--- src/sv/tic_pkg.sv ---
// Shared types, widths and constants for the table interpolation unit.
`default_nettype none
package tic_pkg;

  // default number of table slots
  localparam int TABLE_DEPTH_DEF = 256;

  // field widths
  localparam int LEN_W    = 9;   // table_length register
  localparam int ENTRY_W  = 32;  // wavelength and yield words
  localparam int INDEX_W  = 8;   // entry_index field
  localparam int RES_W    = 17;  // interpolated_yield
  localparam int DIFF_W   = ENTRY_W + 1;
  localparam int PROD_W   = 2 * ENTRY_W;
  localparam int QUOT_W   = 35;  // quotient bits kept before saturation
  localparam int VAL_W    = QUOT_W + 2;

  // stream payload layout
  localparam int IN_DATA_W  = 104;
  localparam int OUT_DATA_W = 24;
  localparam int IDX_LSB    = 0;
  localparam int WL_LSB     = 8;
  localparam int YL_LSB     = 40;
  localparam int QW_LSB     = 72;

  // numeric constants
  localparam logic [QUOT_W-1:0]       QUOT_SAT  = QUOT_W'(64'd1 << 34);
  localparam logic signed [VAL_W-1:0] VAL_ONE   = VAL_W'(65536);
  localparam logic [RES_W-1:0]        RES_ONE   = RES_W'(65536);
  localparam logic [LEN_W-1:0]        LEN_RESET = LEN_W'(2);

  // operation codes carried in tuser
  typedef enum logic {
    OP_LOAD  = 1'b0,
    OP_QUERY = 1'b1
  } op_t;

  // query sequencer
  typedef enum logic [3:0] {
    ST_IDLE,
    ST_SEARCH,
    ST_SWAIT,
    ST_RDHI,
    ST_DIFF,
    ST_MUL,
    ST_DIVGO,
    ST_DIVWAIT,
    ST_OUT
  } state_t;

  // divider status back to the sequencer
  typedef struct packed {
    logic              done;
    logic [QUOT_W-1:0] quot;
  } div_status_t;

  // magnitude of a difference that stays below 2^32
  function automatic logic [ENTRY_W-1:0] mag33(input logic signed [DIFF_W-1:0] x);
    logic signed [DIFF_W-1:0] n;
    n = -x;
    return x[DIFF_W-1] ? n[ENTRY_W-1:0] : x[ENTRY_W-1:0];
  endfunction

endpackage
`default_nettype wire

--- src/sv/tic_div.sv ---
// Restoring divider, one quotient bit per cycle, quotient saturated at 2^34.
`default_nettype none
module tic_div (
  input  wire logic                          clk,
  input  wire logic                          rst,
  input  wire logic                          start,
  input  wire logic [tic_pkg::PROD_W-1:0]    dividend,
  input  wire logic [tic_pkg::ENTRY_W-1:0]   divisor,
  output tic_pkg::div_status_t               status
);
  import tic_pkg::*;

  localparam int HI_W  = PROD_W - QUOT_W;
  localparam int CNT_W = $clog2(QUOT_W + 1);

  logic                 busy;
  logic                 done;
  logic                 sat;
  logic [CNT_W-1:0]     cnt;
  logic [ENTRY_W-1:0]   rem;
  logic [ENTRY_W-1:0]   dvs;
  logic [QUOT_W-1:0]    shreg;   // dividend bits in, quotient bits out

  logic [ENTRY_W:0]     rem_sh;
  logic                 ge;
  logic [ENTRY_W:0]     rem_sub;
  logic                 sat_c;

  // quotient of 2^35 or more saturates at once
  assign sat_c = ENTRY_W'(dividend[PROD_W-1:QUOT_W]) >= divisor;

  // one restoring step
  always_comb begin
    rem_sh  = {rem, shreg[QUOT_W-1]};
    ge      = rem_sh >= {1'b0, dvs};
    rem_sub = rem_sh - {1'b0, dvs};
  end

  // control
  always_ff @(posedge clk) begin
    if (rst) begin
      busy <= 1'b0;
      done <= 1'b0;
      cnt  <= '0;
    end else begin
      done <= 1'b0;
      if (start) begin
        busy <= !sat_c;
        done <= sat_c;
        cnt  <= CNT_W'(QUOT_W);
      end else if (busy) begin
        cnt <= cnt - 1'b1;
        if (cnt == CNT_W'(1)) begin
          busy <= 1'b0;
          done <= 1'b1;
        end
      end
    end
  end

  // datapath
  always_ff @(posedge clk) begin
    if (start) begin
      rem   <= ENTRY_W'(dividend[PROD_W-1:QUOT_W]);
      shreg <= dividend[QUOT_W-1:0];
      dvs   <= divisor;
      sat   <= sat_c;
    end else if (busy) begin
      rem   <= ge ? rem_sub[ENTRY_W-1:0] : rem_sh[ENTRY_W-1:0];
      shreg <= {shreg[QUOT_W-2:0], ge};
    end
  end

  assign status.done = done;
  assign status.quot = (sat || shreg > QUOT_SAT) ? QUOT_SAT : shreg;

  // HI_W documents the top slice used for the early saturation test
  if (HI_W <= 0) begin : g_bad
    $error("dividend narrower than quotient");
  end

endmodule
`default_nettype wire

--- config.mk ---
export PLATFORM = sky130hd
export DESIGN_NAME = tic_div
export DESIGN_NICKNAME = d
export VERILOG_FILES = /design/src/sv/tic_pkg.sv /design/src/sv/tic_div.sv
export SDC_FILE = /design/constraint.sdc
export NUM_CORES = 1
export LEC_CHECK = 0
export BUFFER_PORTS_ARGS = -buffer_cell sky130_fd_sc_hd__buf_4
export CAP_MARGIN = 10
export CORE_MARGIN = 1.5
export CORE_UTILIZATION = 40
export CTS_BUF_LIST = sky130_fd_sc_hd__clkbuf_8
export CTS_CLUSTER_DIAMETER = 30
export DETAILED_ROUTE_END_ITERATION = 6
export PLACE_DENSITY = 0.61
export SLEW_MARGIN = 20
export SYNTH_ARGS = -nofsm -noshare
export SYNTH_HDL_FRONTEND = slang
export SYNTH_SLANG_ARGS = --single-unit
--- constraint.sdc ---
create_clock -name clk -period 4.25 [get_ports clk]
set_input_delay 0.425 -clock clk [delete_from_list [all_inputs] [get_ports clk]]
set_output_delay 0.425 -clock clk [all_outputs]
set_load 0.03 [all_outputs]
==> results by group <==
Status
  – Run status: completed

Detailed routing
  – Routed WL: 18950 um
  – Residual DRC: 0
  – Final antenna-violating net count: 0
  – Via density: 5.465
  – Iteration-0 DRC count of the detailed router: 240
  – Via count: 6126
  – TritonRoute pass-1 iters: 4
  – WL/cell: 16.90 um

Logic synthesis
  – #FFs+latches synth: 108
  – Top-area cell type share of the netlist area: 37.90%
  – Largest cells by area after synthesis: edfxtp_1 (38%), ha_1 (10%), mux2_2 (5.1%), inv_1 (4.0%), and2_1 (3.1%)
  – Ys flop type: edfxtp_1
  – Synth async-reset ratio: 0%
  – Synth unique cells: 65
  – Yosys warnings: 0
  – Most instantiated library cell after synthesis: edfxtp_1
  – Syn_nets: 929
  – Area leader, netlist: edfxtp_1
  – Cell Area, Synth: 0.007685 mm^2
  – Number of synthesized flops with an enable pin: 97
  – Post-synth top cells: edfxtp_1 (97), inv_1 (82), ha_1 (63), nand2_1 (56)
  – Syn Inst Count: 766
  – Syn avg cell area: 10.03 um^2
  – Sequential-to-total area share from yosys stat: 40.77%

Layout
  – Finished Layout Cells: 1121
  – ANT cells: 0
  – Layout area overhead: 18.35%
  – Design Area, Final: 0.009095 mm^2
  – Layout Nets: 1045
  – Layout cell share with drive strength beyond 1: 23.00%

Global routing
  – GRT Util Overall: 19.22%
  – GR Overflow Total: 0
  – Largest net degree at the start of global routing: 148
  – Initial antenna violation count: 0
  – Vias in the first global route: 5967
  – First-pass GRT wire length: 30520 um

Timing
  – Fin Setup TNS: 0 ns
  – Final Setup Violations: 0
  – Fin crit period: 3.796 ns
  – Hold Violations, Final: 0
  – Maximum clock rate: 0.2634 GHz
  – Final worst path period share: 89.32%
  – Worst slew pin tran: 0.9758 ns
  – Final Skew: 0.008747 ns
  – Hold WS: 0.1974 ns
  – Slew margin rel.: 34.46%
  – RSZ-0062 raised after global routing: false
  – Max-slew violation count: 0

Pwr
  – Peak supply drop: 0.1996 mV
  – Leakage: 0.003944 uW
  – P per Cell Area: 375.0 mW/mm^2
  – Design Power: 3411 uW

Worst setup path
  – Setup crit start kind: flip-flop
  – Worst-path maximum fanout: 19
  – R2r setup slk: 0.45 ns
  – CP Class: flip-flop to flip-flop
  – CP arrival: 3.99 ns
  – Setup crit end kind: flip-flop
  – Req. time, crit path: 4.45 ns

Clocking
  – Clock buffer depth: 2
  – Root buf cell: clkbuf_8
  – Total CTS buffers: 9
  – Clk sink count: 108
  – Post-CTS Setup Inserts: 0
  – Max H-tree Level: 3
  – CTS tree: built
  – Post-CTS Hold Buffers: 0
  – Post_cts resized: 0
  – Later-pin clock latency in the skew report: 0.40 ns
  – CTS clk-pin slew, worst paths: 0.11 ns

Die
  – Number of core rows: 50
  – Die Ht: 141.6 um
  – # IOs: 135
  – Die ar.: 0.02005 mm^2
  – Core ar.: 0.01877 mm^2
  – Initial Util: 40.95%
  – Die X: 141.6 um

Placed design
  – Routability congestion estimate: 0.8531
  – Dpl cells: 1105
  – PortBufs: 134
  – Placed cell area: 0.008907 mm^2
  – Final HPWL DP: 14090 um

Min path
  – Worst min path class: primary input to flip-flop

Flow run
  – Max Cap Viol: 0
==> kinds of logic after synthesis <==
logic type / count (synthesis) / synth area share (%)
AND/OR/NAND/NOR: 235 / 17.57
AO/OA/AOI/OAI: 177 / 16.53
buffers and inverters: 118 / 6.171
flip-flops: 108 / 40.77
adder cells (fa/ha/maj): 64 / 10.52
multiplexers: 36 / 5.259
XOR/XNOR: 28 / 3.191
==> sequential cells by signal, indices dropped and copies added, names as in the netlist <==
signal  count
shreg      35
done        1
busy        1
dvs        32
rem        32
cnt         6
sat         1
==> cells in the final DEF, fill, tap and decap left out, drive strengths merged, types with 4 or more instances in the layout <==
cell    instances
nor2b           7
inv            84
and3            5
dfxtp          11
a311oi          5
nand4          14
o41a            5
o22ai           4
ha             63
or3             9
a211o           4
nand2b          7
o211ai          7
a21oi          38
nand2          57
or4b           20
o21ai          26
nor2           30
nand3           8
xor2           11
nor3           12
edfxtp         97
and2           38
a21o           27
o31ai           6
clkbuf          9
buf           141
o311ai         21
a31oi           9
or2             5
nor4           18
mux2           35
xnor2          17
==> report_power, final <==
part,internal (uW),leakage [uW],total [uW],switching [uW]
registers,1320,0.00106,1400,75.9
logic,582,0.00279,1390,805
clock network,222,0.0000915,626,404
total,2130,0.00394,3410,1290
==> metal layers <==
layer	up-vias	wire length [um]	global-route usage, %
met4	0	161	3.852
li1	3090	-	-
met1	2865	9246	26.60
met3	11	948	3.949
met2	160	8592	31.25
met5	-	0	0
==> worst max-delay path, cell delays in order (launching register included) <==
cell,delay (ns)
edfxtp_1,0.41
ha_1,0.41
nand2_1,0.24
o21ai_0,0.33
a211o_1,0.24
a311oi_4,0.06
nor4_4,0.82
buf_4,0.38
nor2_1,0.09
buf_4,0.23
o311ai_0,0.36
==> stage by stage <==
step           util, %  setup WS, ns
6_report         48.46        0.4539
5_1_grt          48.46        0.1075
4_1_cts          48.46        0.4501
3_5_place_dp     47.46        0.5087
3_3_place_gp     47.46        0.6520
2_1_floorplan        -         1.086
==> worst paths after layout <==
check | start | to | cells past startpoint
max | rem[14] | rem[4] | 10
max reg2reg | rem[14] | rem[4] | 10
min reg2reg | rem[31] | rem[31] | 2
min | divisor[7] | dvs[7] | 1
==> area by class of cell <==
cell class / instances / area [um^2]
clock buffers: 9 / 123.9
clock inverters: 7 / 63.81
fillers: 1831 / 9673
inverters: 82 / 307.8
multi-input cells: 540 / 4090
flip-flops and latches: 108 / 3133
well taps: 234 / 292.8
repair buffers: 141 / 1084
No activity file was read; power rests on OpenSTA's default activity.
